===== src/priority_dma_transfer_queue_defines.svh =====
// ----------------------------------------------------------------------------
// priority_dma_transfer_queue_defines
// Assertion macros for the priority DMA transfer queue.
// ----------------------------------------------------------------------------
`ifndef PRIORITY_DMA_TRANSFER_QUEUE_DEFINES_SVH
`define PRIORITY_DMA_TRANSFER_QUEUE_DEFINES_SVH

// Implication checked on every rising clock edge outside reset.
`define PDQ_ASSERT_IMPL(label, clk, rst_n, ante, cons) \
  label: assert property (@(posedge clk) disable iff (!rst_n) (ante) |-> (cons)) \
    else $error("assertion failed");

// Next-cycle implication checked on every rising clock edge outside reset.
`define PDQ_ASSERT_NEXT(label, clk, rst_n, ante, cons) \
  label: assert property (@(posedge clk) disable iff (!rst_n) (ante) |=> (cons)) \
    else $error("assertion failed");

`endif


===== src/pdq_pkg.sv =====
// ----------------------------------------------------------------------------
// pdq_pkg
// Shared constants and types for the priority DMA transfer queue.
// ----------------------------------------------------------------------------
`timescale 1ns / 1ps
`default_nettype none
package pdq_pkg;
  localparam int SLOT_COUNT = 10;
  localparam int SLOT_W = $clog2(SLOT_COUNT);
  localparam int CNT_W = $clog2(SLOT_COUNT + 1);
  localparam logic [7:0] TIMEOUT_RESET = 8'd15;

  typedef enum logic [1:0] {
    OP_ENQUEUE = 2'd0,
    OP_TICK    = 2'd1,
    OP_DONE    = 2'd2,
    OP_QUERY   = 2'd3
  } op_t;

  typedef struct packed {
    logic [1:0]  operation;
    logic [31:0] current_time;
    logic [23:0] dest_address;
    logic [18:0] source_address;
    logic [13:0] length_bytes;
    logic [7:0]  priority_req;
    logic        preload_flag;
    logic [31:0] query_handle;
  } in_beat_t;

  typedef struct packed {
    logic [31:0] issued_handle;
    logic        transfer_finished;
    logic        start_valid;
    logic [23:0] start_memory_address;
    logic [15:0] start_sound_address;
    logic [7:0]  start_block_count;
    logic        preload_begin;
    logic        preload_end;
    logic        engine_busy;
    logic [3:0]  queued_count;
  } out_beat_t;

  // One slot entry as held in the slot memory.
  typedef struct packed {
    logic [31:0] handle;
    logic [23:0] mem_addr;
    logic [15:0] snd_addr;
    logic [7:0]  blocks;
    logic [7:0]  prio;
    logic        preload;
    logic [31:0] deadline;
  } slot_t;
endpackage
`default_nettype wire


===== src/pdq_stream_if.sv =====
// ----------------------------------------------------------------------------
// pdq_in_if / pdq_out_if
// Valid-ready channels carrying request and result beats.
// ----------------------------------------------------------------------------
`timescale 1ns / 1ps
`default_nettype none
interface pdq_in_if;
  logic valid;
  logic ready;
  pdq_pkg::in_beat_t data;
  modport source (output valid, output data, input ready);
  modport sink (input valid, input data, output ready);
endinterface

interface pdq_out_if;
  logic valid;
  logic ready;
  pdq_pkg::out_beat_t data;
  modport source (output valid, output data, input ready);
  modport sink (input valid, input data, output ready);
endinterface
`default_nettype wire


===== src/priority_dma_transfer_queue.sv =====
// ----------------------------------------------------------------------------
// priority_dma_transfer_queue
// Ten-slot prioritized DMA request queue with deadlines and completion query.
// ----------------------------------------------------------------------------
// Each input beat is one operation: enqueue, service tick, DMA done or
// completion query, and produces exactly one result beat. All slot state
// lives in a single slot memory with a registered synchronous read; a
// sequencer walks the slots one per cycle. The longest item is an enqueue
// into the last free slot that also retires an expired transfer and starts
// the next one, which needs a free-slot walk and a priority walk; a query
// doing the same needs a priority walk and a handle walk. The slot walks
// over the single memory port set how long an item takes. A new item is
// taken only when the previous result has left the output register. The
// timeout register may be written only while idle. After reset the block
// sweeps the slot memory, one slot per cycle, clearing handles before it
// accepts its first beat.
// ----------------------------------------------------------------------------
`timescale 1ns / 1ps
`default_nettype none
`include "priority_dma_transfer_queue_defines.svh"
module priority_dma_transfer_queue (
  input  wire logic       clk,
  input  wire logic       rst_n,
  pdq_in_if.sink          in_ch,
  pdq_out_if.source       out_ch,
  input  wire logic       cfg_we,
  input  wire logic [7:0] cfg_wdata
);
  localparam int SW = pdq_pkg::SLOT_W;
  localparam int CW = pdq_pkg::CNT_W;
  localparam logic [SW-1:0] LAST = SW'(pdq_pkg::SLOT_COUNT - 1);

  typedef enum logic [3:0] {
    S_CLEAR, S_IDLE, S_FREE_SCAN, S_SERVICE, S_DL_WAIT, S_RETIRE,
    S_BEST_SCAN, S_START, S_QUERY_SCAN, S_OUTPUT
  } state_t;

  // Slot memory: one write port, one registered read port.
  pdq_pkg::slot_t mem [pdq_pkg::SLOT_COUNT];
  pdq_pkg::slot_t rd_q;
  logic [SW-1:0]  rd_addr;
  logic           wr_en;
  logic [SW-1:0]  wr_addr;
  pdq_pkg::slot_t wr_data;

  always_ff @(posedge clk) begin
    if (wr_en) begin
      mem[wr_addr] <= wr_data;
    end
    rd_q <= mem[rd_addr];
  end

  state_t             state_r, state_nxt;
  pdq_pkg::in_beat_t  req_r, req_nxt;
  pdq_pkg::out_beat_t res_r, res_nxt;
  logic [7:0]  timeout_r;
  logic [31:0] hcnt_r, hcnt_nxt;
  logic [CW-1:0] pend_r, pend_nxt;
  logic [SW-1:0] active_r, active_nxt;
  logic busy_r, busy_nxt, pon_r, pon_nxt;
  logic [SW-1:0] idx_r, idx_nxt;     // address issued this cycle
  logic          rvld_r, rvld_nxt;   // rd_q holds valid read data; in the walks and on retire, of slot rd_idx_r
  logic [SW-1:0] rd_idx_r, rd_idx_nxt;
  logic          found_r, found_nxt;
  logic [SW-1:0] best_r, best_nxt;
  logic [7:0]    bprio_r, bprio_nxt;
  logic [31:0]   bhandle_r, bhandle_nxt;
  logic          ovalid_r, ovalid_nxt;
  logic [14:0]   len_up;

  assign in_ch.ready   = (state_r == S_IDLE) && !ovalid_r;
  assign out_ch.valid  = ovalid_r;
  assign out_ch.data   = res_r;

  always_ff @(posedge clk) begin
    if (!rst_n) begin
      timeout_r <= pdq_pkg::TIMEOUT_RESET;
    end else if (cfg_we) begin
      timeout_r <= cfg_wdata;
    end
  end

  // Round up to whole 64-byte blocks; the count keeps eight bits.
  assign len_up = {1'b0, req_r.length_bytes} + ((req_r.length_bytes[5:0] != 6'd0) ?
                  15'h40 : 15'h0);

  always_comb begin
    state_nxt   = state_r;
    req_nxt     = req_r;
    res_nxt     = res_r;
    hcnt_nxt    = hcnt_r;
    pend_nxt    = pend_r;
    active_nxt  = active_r;
    busy_nxt    = busy_r;
    pon_nxt     = pon_r;
    idx_nxt     = idx_r;
    rvld_nxt    = 1'b0;
    rd_idx_nxt  = idx_r;
    found_nxt   = found_r;
    best_nxt    = best_r;
    bprio_nxt   = bprio_r;
    bhandle_nxt = bhandle_r;
    ovalid_nxt  = ovalid_r;
    rd_addr     = idx_r;
    wr_en       = 1'b0;
    wr_addr     = idx_r;
    wr_data     = rd_q;

    if (ovalid_r && out_ch.ready) begin
      ovalid_nxt = 1'b0;
    end

    unique case (state_r)
      S_CLEAR: begin
        wr_en   = 1'b1;
        wr_data = '0;
        idx_nxt = idx_r + SW'(1);
        if (idx_r == LAST) begin
          idx_nxt   = '0;
          state_nxt = S_IDLE;
        end
      end
      S_IDLE: begin
        if (in_ch.valid && !ovalid_r) begin
          req_nxt  = in_ch.data;
          res_nxt  = '0;
          idx_nxt  = '0;
          rvld_nxt = 1'b0;
          unique case (pdq_pkg::op_t'(in_ch.data.operation))
            pdq_pkg::OP_ENQUEUE: begin
              hcnt_nxt  = (hcnt_r == 32'hFFFF_FFFF) ? 32'd1 : hcnt_r + 32'd1;
              state_nxt = S_FREE_SCAN;
            end
            pdq_pkg::OP_DONE: state_nxt = S_RETIRE;
            default: state_nxt = S_SERVICE;
          endcase
        end
      end
      S_FREE_SCAN: begin
        // Issue reads one per cycle; check the slot returned last cycle.
        rd_addr    = idx_r;
        rvld_nxt   = 1'b1;
        rd_idx_nxt = idx_r;
        idx_nxt    = (idx_r == LAST) ? idx_r : idx_r + SW'(1);
        if (rvld_r && rd_q.handle == 32'd0) begin
          wr_en            = 1'b1;
          wr_addr          = rd_idx_r;
          wr_data.handle   = hcnt_r;
          wr_data.mem_addr = req_r.dest_address;
          wr_data.snd_addr = req_r.source_address[18:3];
          wr_data.blocks   = len_up[13:6];
          wr_data.prio     = req_r.priority_req;
          wr_data.preload  = req_r.preload_flag;
          wr_data.deadline = rd_q.deadline;
          pend_nxt         = pend_r + CW'(1);
          res_nxt.issued_handle = hcnt_r;
          rvld_nxt  = 1'b0;
          state_nxt = S_SERVICE;
        end else if (rvld_r && rd_idx_r == LAST) begin
          rvld_nxt  = 1'b0;
          state_nxt = S_OUTPUT;
        end
      end
      S_SERVICE: begin
        if (!busy_r) begin
          idx_nxt   = '0;
          found_nxt = 1'b0;
          state_nxt = (pend_r == '0) ? S_QUERY_SCAN : S_BEST_SCAN;
          if (pend_r == '0) begin
            rd_addr = '0;
          end
        end else begin
          rd_addr   = active_r;
          state_nxt = S_DL_WAIT;
        end
      end
      S_DL_WAIT: begin
        if (rd_q.deadline <= req_r.current_time) begin
          state_nxt = S_RETIRE;
        end else begin
          idx_nxt   = '0;
          state_nxt = S_QUERY_SCAN;
        end
      end
      S_RETIRE: begin
        // Read the active slot, then clear it on the following cycle if it holds a handle.
        rd_addr = active_r;
        if (!rvld_r) begin
          rvld_nxt   = 1'b1;
          rd_idx_nxt = active_r;
        end else begin
          idx_nxt   = '0;
          found_nxt = 1'b0;
          if (rd_q.handle != 32'd0) begin
            wr_en          = 1'b1;
            wr_addr        = active_r;
            wr_data.handle = 32'd0;
            if (pon_r) begin
              pon_nxt             = 1'b0;
              res_nxt.preload_end = 1'b1;
            end
            if (pend_r > CW'(1)) begin
              pend_nxt  = pend_r - CW'(1);
              state_nxt = S_BEST_SCAN;
            end else begin
              pend_nxt  = '0;
              busy_nxt  = 1'b0;
              state_nxt = S_QUERY_SCAN;
            end
          end else begin
            state_nxt = (pend_r == '0) ? S_QUERY_SCAN : S_BEST_SCAN;
          end
        end
      end
      S_BEST_SCAN: begin
        rd_addr    = idx_r;
        rvld_nxt   = (idx_r != LAST) || !rvld_r || (rd_idx_r != LAST);
        rd_idx_nxt = idx_r;
        idx_nxt    = (idx_r == LAST) ? idx_r : idx_r + SW'(1);
        if (rvld_r && rd_q.handle != 32'd0 &&
            (!found_r || rd_q.prio > bprio_r ||
             (rd_q.prio == bprio_r && rd_q.handle < bhandle_r))) begin
          found_nxt   = 1'b1;
          best_nxt    = rd_idx_r;
          bprio_nxt   = rd_q.prio;
          bhandle_nxt = rd_q.handle;
        end
        if (rvld_r && rd_idx_r == LAST) begin
          rvld_nxt  = 1'b0;
          state_nxt = S_START;
        end
      end
      S_START: begin
        rd_addr = best_r;
        if (!found_r) begin
          idx_nxt   = '0;
          state_nxt = S_QUERY_SCAN;
        end else if (!rvld_r) begin
          rvld_nxt = 1'b1;
        end else begin
          wr_en            = 1'b1;
          wr_addr          = best_r;
          wr_data.deadline = req_r.current_time + {24'd0, timeout_r};
          busy_nxt         = 1'b1;
          active_nxt       = best_r;
          if (rd_q.preload) begin
            pon_nxt               = 1'b1;
            res_nxt.preload_begin = 1'b1;
          end
          res_nxt.start_valid          = 1'b1;
          res_nxt.start_memory_address = rd_q.mem_addr;
          res_nxt.start_sound_address  = rd_q.snd_addr;
          res_nxt.start_block_count    = rd_q.blocks;
          idx_nxt   = '0;
          state_nxt = S_QUERY_SCAN;
        end
      end
      S_QUERY_SCAN: begin
        if (pdq_pkg::op_t'(req_r.operation) != pdq_pkg::OP_QUERY) begin
          state_nxt = S_OUTPUT;
        end else begin
          res_nxt.transfer_finished = (rvld_r) ? res_r.transfer_finished : 1'b1;
          rd_addr    = idx_r;
          rvld_nxt   = 1'b1;
          rd_idx_nxt = idx_r;
          idx_nxt    = (idx_r == LAST) ? idx_r : idx_r + SW'(1);
          if (req_r.query_handle == 32'd0 || pend_r == '0) begin
            rvld_nxt  = 1'b0;
            state_nxt = S_OUTPUT;
          end else if (rvld_r) begin
            if (rd_q.handle == req_r.query_handle) begin
              res_nxt.transfer_finished = 1'b0;
            end
            if (rd_idx_r == LAST) begin
              rvld_nxt  = 1'b0;
              state_nxt = S_OUTPUT;
            end
          end
        end
      end
      S_OUTPUT: begin
        res_nxt.engine_busy  = busy_r;
        res_nxt.queued_count = 4'(pend_r);
        ovalid_nxt = 1'b1;
        state_nxt  = S_IDLE;
      end
      default: state_nxt = S_IDLE;
    endcase
  end

  always_ff @(posedge clk) begin
    if (!rst_n) begin
      state_r  <= S_CLEAR;
      hcnt_r   <= '0;
      pend_r   <= '0;
      active_r <= '0;
      busy_r   <= 1'b0;
      pon_r    <= 1'b0;
      idx_r    <= '0;
      rvld_r   <= 1'b0;
      found_r  <= 1'b0;
      ovalid_r <= 1'b0;
    end else begin
      state_r  <= state_nxt;
      hcnt_r   <= hcnt_nxt;
      pend_r   <= pend_nxt;
      active_r <= active_nxt;
      busy_r   <= busy_nxt;
      pon_r    <= pon_nxt;
      idx_r    <= idx_nxt;
      rvld_r   <= rvld_nxt;
      found_r  <= found_nxt;
      ovalid_r <= ovalid_nxt;
    end
  end

  always_ff @(posedge clk) begin
    req_r     <= req_nxt;
    res_r     <= res_nxt;
    rd_idx_r  <= rd_idx_nxt;
    best_r    <= best_nxt;
    bprio_r   <= bprio_nxt;
    bhandle_r <= bhandle_nxt;
  end

  // The pending count never exceeds the number of slots.
  `PDQ_ASSERT_IMPL(a_pend_range, clk, rst_n, 1'b1, pend_r <= CW'(pdq_pkg::SLOT_COUNT))
  // An idle engine has an empty queue whenever the sequencer is in S_IDLE.
  `PDQ_ASSERT_IMPL(a_idle_empty, clk, rst_n, !busy_r, pend_r == '0 || state_r != S_IDLE)
  // Accepting a beat never happens while a result is still held.
  `PDQ_ASSERT_NEXT(a_one_item, clk, rst_n, in_ch.valid && in_ch.ready, !ovalid_r)
endmodule
`default_nettype wire

===== src/flat_wrapper.sv =====
// flat-port wrapper written by rule: the top's interface ports become plain ports
module priority_dma_transfer_queue_flat 
  (clk, rst_n, cfg_we, cfg_wdata, in_ch_valid, in_ch_data, in_ch_ready, out_ch_valid, out_ch_data, out_ch_ready);
  pdq_in_if in_ch_i ();
  pdq_out_if out_ch_i ();
  input  wire logic clk;
  input  wire logic rst_n;
  input  wire logic cfg_we;
  input  wire logic [7:0] cfg_wdata;
  input wire logic [$bits(in_ch_i.valid)-1:0] in_ch_valid;
  input wire logic [$bits(in_ch_i.data)-1:0] in_ch_data;
  output wire logic [$bits(in_ch_i.ready)-1:0] in_ch_ready;
  output wire logic [$bits(out_ch_i.valid)-1:0] out_ch_valid;
  output wire logic [$bits(out_ch_i.data)-1:0] out_ch_data;
  input wire logic [$bits(out_ch_i.ready)-1:0] out_ch_ready;
  assign in_ch_i.valid = in_ch_valid;
  assign in_ch_i.data = in_ch_data;
  assign in_ch_ready = in_ch_i.ready;
  assign out_ch_valid = out_ch_i.valid;
  assign out_ch_data = out_ch_i.data;
  assign out_ch_i.ready = out_ch_ready;
  priority_dma_transfer_queue u_core (.clk(clk), .rst_n(rst_n), .in_ch(in_ch_i), .out_ch(out_ch_i), .cfg_we(cfg_we), .cfg_wdata(cfg_wdata));
endmodule

===== config.mk =====
export PLATFORM = sky130hd
export DESIGN_NAME = priority_dma_transfer_queue_flat
export DESIGN_NICKNAME = d
export VERILOG_FILES = /design/src/pdq_pkg.sv /design/src/pdq_stream_if.sv /design/src/priority_dma_transfer_queue.sv /design/src/flat_wrapper.sv
export VERILOG_INCLUDE_DIRS = /design/src /design/src/src
export SDC_FILE = /design/constraint.sdc
export NUM_CORES = 2
export LEC_CHECK = 0
export BUFFER_PORTS_ARGS = -buffer_cell sky130_fd_sc_hd__buf_2
export CAP_MARGIN = 10
export CELL_PAD_IN_SITES_DETAIL_PLACEMENT = 0
export CELL_PAD_IN_SITES_GLOBAL_PLACEMENT = 2
export CORE_MARGIN = 8
export CORE_UTILIZATION = 25
export DETAILED_ROUTE_END_ITERATION = 12
export PLACE_DENSITY = 0.57
export SYNTH_ARGS = -nofsm -noshare
export SYNTH_HDL_FRONTEND = slang
export SYNTH_SLANG_ARGS = --single-unit

===== constraint.sdc =====
create_clock -name clk -period 27 [get_ports clk]
set_input_delay 4.05 -clock clk [delete_from_list [all_inputs] [get_ports clk]]
set_output_delay 4.05 -clock clk [all_outputs]
set_load 0.01 [all_outputs]

# [Yosys cells after proc, flatten, opt, wreduce, memory -nomap -nowiden]
# Memories as Yosys holds them, arrays and structs flattened. A register that Yosys moved wholly into a read port is not among the register bits.
# Index checks and enable logic that the tools add are counted.
[op_classes] shifts=0 eq_ne=37 muxes=107 order_cmp=4 multipliers=0 bitwise_logic=0 div=0 n_addsub=6 reduce_logical=50
[ops] op="$mux 32" count=6
[ops] op="$pmux 32 s3" count=2
[ops] op="$mux 4" count=38
[ops] op="$mux 121" count=1
[ops] op="$pmux 57 s2" count=1
[ops] op="$mux 50" count=2
[ops] op="$pmux 50 s2" count=1
[ops] op="$mux 89" count=1
[ops] op="$logic_not 32->1" count=2
[ops] op="$pmux 32 s2" count=1
[ops] op="$mux 1" count=39
[ops] op="$pmux 4 s9" count=1
[ops] op="$add 32x1->32 const B" count=1
[ops] op="$add 32x8->32" count=1
[ops] op="$eq 32x32->1" count=1
[ops] op="$eq 32x32->1 const B" count=1
[ops] op="$le 32x32->1" count=1
[ops] op="$lt 32x32->1" count=1
[ops] op="$pmux 4 s8" count=1
[ops] op="$reduce_bool 32->1" count=1
[ops] op="$pmux 4 s3" count=2
[ops] op="$ne 2x1->1 const B" count=10
[ops] op="$eq 4x3->1 const B" count=4
[ops] op="$eq 4x4->1 const B" count=4
[ops] op="38 further kinds" count=81
[word_totals] output_inout_bits=91 memories=1 ramBits=1210 ff_bits=330 inputBits=145 word_cells=238 latchBits=0 rom_bits=0
[memory_table] memory="u_core.mem" depth=10 word_bits=121 rd=1 rd_clocked_by_memory_dff=1 write_ports=1 line_no="priority_dma_transfer_queue.sv:39" rtl="pdq_pkg::slot_t mem [pdq_pkg::SLOT_COUNT];"

# [Depth between registers and ports, before layout]
[depth] depth_word=6 ltp_mapped=13 ltp_nobuf=9

# [Worst setup path after synthesis]
# OpenSTA, ideal clock, no wires.
[synth_timing] kind="reg2reg" start="register u_core.state_r[2]" end="memory u_core.mem[9][0] in the netlist's numbering (enable)" path_slack_ns=12.992 setup_time_ns=0.898 path_buffers=3 t_required_ns=26.102 period_less_slack_ns=14.008 arrival_time_ns=13.110 path_stages_with_launch=10 cell_sequence="dfxtp_1 buf_2 buf_2 and4b_1 and3_1 clkbuf_1 nand2_1 o21ai_0 a221oi_1 nor4_1"
[synth_between] elab_chain_len=4
[synth_lines] item="from (decl)" line_no="priority_dma_transfer_queue.sv:53" rtl="state_t state_r, state_nxt;"
[synth_lines] item="from (signal assigned)" line_no="priority_dma_transfer_queue.sv:304" rtl="state_r <= state_nxt;"
[synth_lines] item="$eq 4x3->1, or another cell as far along" line_no="priority_dma_transfer_queue.sv:113" rtl="unique case (state_r)"
[synth_lines] item="$pmux 1 s4" line_no="priority_dma_transfer_queue.sv:113"
[synth_lines] item="$mux 1" line_no="priority_dma_transfer_queue.sv:47" rtl="if (wr_en) begin"
[synth_lines] item="$mux 1 (not written as such)" line_no="priority_dma_transfer_queue.sv:48" rtl="mem[wr_addr] <= wr_data;"
[synth_lines] item="to (decl)" line_no="priority_dma_transfer_queue.sv:39"
# Several ways; a longest one is shown, not always the timed one.

# [Worst setup path after layout]
[layout_timing] start="input port in_ch_valid" end="register u_core.req_r[22] in the netlist's numbering (enable)"
[layout_between] elab_chain_len=2
[layout_lines] item="from (decl)" line_no="flat_wrapper.sv:10" rtl="input wire logic [$bits(in_ch_i.valid)-1:0] in_ch_valid;"
[layout_lines] item="$logic_and 1x1->1" line_no="priority_dma_transfer_queue.sv:124" rtl="if (in_ch.valid && !ovalid_r) begin"
[layout_lines] item="$reduce_and 2->1 (no source line)"
[layout_lines] item="to (signal assigned)" line_no="priority_dma_transfer_queue.sv:318" rtl="req_r <= req_nxt;"
[layout_lines] item="to (decl)" line_no="priority_dma_transfer_queue.sv:54" rtl="pdq_pkg::in_beat_t req_r, req_nxt;"
# No other way between the ends.
# A chain may end at the register's enable or synchronous reset.

==> qor.yml <==
synth:
  synth_top_family_by_area: "multiplexers"
  synth_seq_cells: 1658
  avgSynthCellArea_um2: 15.7
  synth_edf_count: 1472
  synth_xor_area_frac: 0.0129
  synth_top_area_frac: 0.669
  synth_top_flop_cell: "edfxtp_1"
  synth_simple_gate_area_frac: 0.0523
  synthMuxAreaShare: 0.111
  synth.area.top_cells: "edfxtp_1, mux2i_1, dfxtp_1"
  syn-num-nets: 4447
  yosysTopAreaCell: "edfxtp_1"
  async_flop_share: 0
  synthDistinctLibCells: 71
  synth_seq_area_share: 0.725
  synth_compound_area_frac: 0.0555
  syn_area_um2: 66100
  synthesis.instances: 4214
  ys.warnings.count: 0
  synthAdderAreaFrac: 0.0168
die:
  chipHeight_um: 530
  initial_core_util: 0.252
  num_io_pins: 236
  fp-row-count: 188
  core_area_um2: 263000
  dieArea_um2: 281000
  die_x_um: 530
clock_tree:
  cts_tree: "built"
  cts.htree.levels: 4
  clkTransAtPathRegs_ns: 0.06
  cts_num_sinks: 1658
  postCtsHoldBufs: 0
  clock_latency_ns: 0.82
  cts_setup_buffers: 0
  cts_buffer_depth: 3
  cts_made_buffers: 189
  cts-root-buf: "clkbuf_16"
  cts.repair.resized: 0
power:
  powerDensity_nw_per_um2: 114
  ir_drop_mv: 0.168
  leakagePower_nw: 26.9
  p_total_mw: 8.82
layout:
  layout-drive-gt1-share: 0.134
  nets: 4734
  area_delta_synth_final_pct: 17.3
  postLayoutCoreUtil: 0.295
  final_area_um2: 77500
  fillers: 26248
sta:
  totalNegativeSetupSlack_ns: 0
  fmax_mhz: 152
  rsz0062_at_grt: "false"
  clock_skew_ns: 0.0524
  slew_headroom: 0.196
  slew_violations: 0
  post-route-min-period_ns: 6.59
  setup_violations: 0
  tightestPinTransition_ns: 1.19
  hold_viol: 0
  hold_slack_ns: 0.484
  min_period_over_period: 0.244
global_routing:
  grt_max_degree: 119
  antenna_found_initial: 16
  busiest_layer: "met2"
  use_met1: 0.173
  grt_pass1_vias: 37009
  track_usage: 0.129
  grt_pass1_wl_um: 266000
  met2_usage: 0.215
  overflow: 0
  grtUsageMet3: 0.0207
drt:
  first_pass_iters: 5
  drc: 0
  drtAntennaViolNets: 0
  wl_per_cell_um: 22.8
  vias: 36099
  wirelength_um: 187000
  drtIter0Drc: 2199
  viasPerCell: 4.41
worst_setup_path:
  crit_fanout: 87
  worstSetupStartpointType: "input pin"
  worstPathRequired_ns: 27.45
  r2r_cells: 10
  endpoint_kind: "register"
  cp-startpoint: "in_ch_valid"
  critPathArrivalTime_ns: 7.04
  r2r_slack_ns: 20.46
  reg2reg_from: "u_core.rd_q[97]$_DFF_P_"
  timing.rr.end: "u_core.mem[7][61]$_DFFE_PP_"
  path_class: "in -> reg"
hold_path:
  hold_path.class: "reg -> reg"
  hp-start: "u_core.rd_idx_r[0]$_DFF_P_"
  hold-path-endpoint: "u_core.best_r[0]$_DFFE_PP_"
  whs_path_depth: 0
place:
  io_buffers: 232
  place_area_um2: 71200
  dp_hpwl_um: 105000
  gp_congestion: 0.741
flow_run:
  drv_cap: 0
status:
  status: "finished clean"
## per-layer routing
metal / vias to the layer above / part of all wire / wire length (µm)
li1: 16748 / - / -
met1: 18470 / 0.46 / 86800
met2: 643 / 0.48 / 89200
met3: 238 / 0.034 / 6280
met4: 0 / 0.025 / 4600
met5: - / 0 / 0
## stage by stage
step	setup WS [ns]	cells
after detailed placement	19.32	7825
final	20.41	8186
after global routing	20.04	8185
after CTS	20.24	8182
after floorplan	12.99	4214
after global placement	19.42	7825
## state kept, by name (all words and copies together) (netlist names), 8 cells and up
signal,flops
u_core.mem,1210
u_core.req_r,129
u_core.bprio_r,8
u_core.out_ch.data,89
u_core.rd_q,121
u_core.bhandle_r,32
u_core.hcnt_r,32
u_core.timeout_r,8
## worst max-delay path, stage by stage
cell and delay [ns]:
buf_2 0.07, nor2b_1 0.53, nand2_1 0.67, inv_6 0.91
buf_4 0.74
## where the power goes
part           internal, mW  switching, mW  total, mW
clock                  1.53           1.05       2.58
sequential             3.65          0.207       3.86
combinational         0.766           1.61       2.38
total                  5.95           2.87       8.82
## area by class of cell
cell class	instances	area, µm²	area share
sequential	1658	47900	0.618
multi-input combinational	2231	16600	0.215
clock buffer	265	5310	0.0685
tap	3515	4400	0.0567
timing repair buffer	302	1800	0.0232
clock inverter	92	986	0.0127
inverter	119	452	0.00583
antenna	4	10.0	0.000129
## cell usage in the layout (no fill, tap or decap), types with 18 or more instances in the layout
cell | netlist | routed
clkbuf_8 | 0 | 19
and2_1 | 65 | 64
o21ai_0 | 66 | 66
edfxtp_1 | 1472 | 1472
buf_2 | 53 | 232
inv_1 | 119 | 118
a21oi_1 | 102 | 100
a22o_1 | 61 | 61
nand3_1 | 27 | 25
clkinv_2 | 0 | 34
buf_4 | 6 | 61
nand4_1 | 43 | 43
ha_1 | 87 | 87
xnor2_1 | 42 | 42
nor3_1 | 23 | 20
dfxtp_1 | 186 | 186
clkbuf_1 | 93 | 52
mux2i_1 | 734 | 734
nor4_1 | 32 | 30
nor2_1 | 91 | 84
clkbuf_16 | 0 | 194
xor2_1 | 55 | 55
nand2_1 | 386 | 382
a31oi_1 | 126 | 126
o22ai_1 | 123 | 123
clkinv_1 | 0 | 18
## Yosys cell counts (all sizes together), types with 4 or more instances
master	count
a211oi	13
a21boi	5
a21o	12
a21oi	102
a22o	61
a22oi	8
a31oi	126
and2	65
and3	18
and4	7
buf	113
clkbuf	93
dfxtp	186
edfxtp	1472
ha	87
inv	119
mux2i	734
nand2	386
nand2b	9
nand3	27
nand3b	4
nand4	43
nor2	91
nor2b	15
nor3	24
nor4	32
o2111ai	4
o211ai	6
o21ai	70
o22ai	123
o31ai	6
or2	5
or3	6
xnor2	42
xor2	55
## worst max-delay path by stage
stage                                        endpoint  slack (ns)  depth (start not counted)
after floorplan            u_core.mem[9][0]$_DFFE_PP_       12.99                          9
after detailed placement   u_core.req_r[12]$_DFFE_PP_       19.32                          5
after global routing      u_core.mem[7][34]$_DFFE_PP_       20.04                         10
final                      u_core.req_r[22]$_DFFE_PP_       20.41                          5
after CTS                  u_core.req_r[11]$_DFFE_PP_       20.24                          5
after global placement     u_core.req_r[29]$_DFFE_PP_       19.42                          5
## logic make-up (layout without fill, tap and decap cells)
family          after synthesis  count (layout)
xor+xnor                     97              97
flops                      1658            1658
mux                         735             735
simple gates                743             743
buf+inv                     325             778
fa+ha+maj                    88              88
other cells                   0               4
compound gates              568             568
Note: power is estimated with default switching activity, not from simulation.
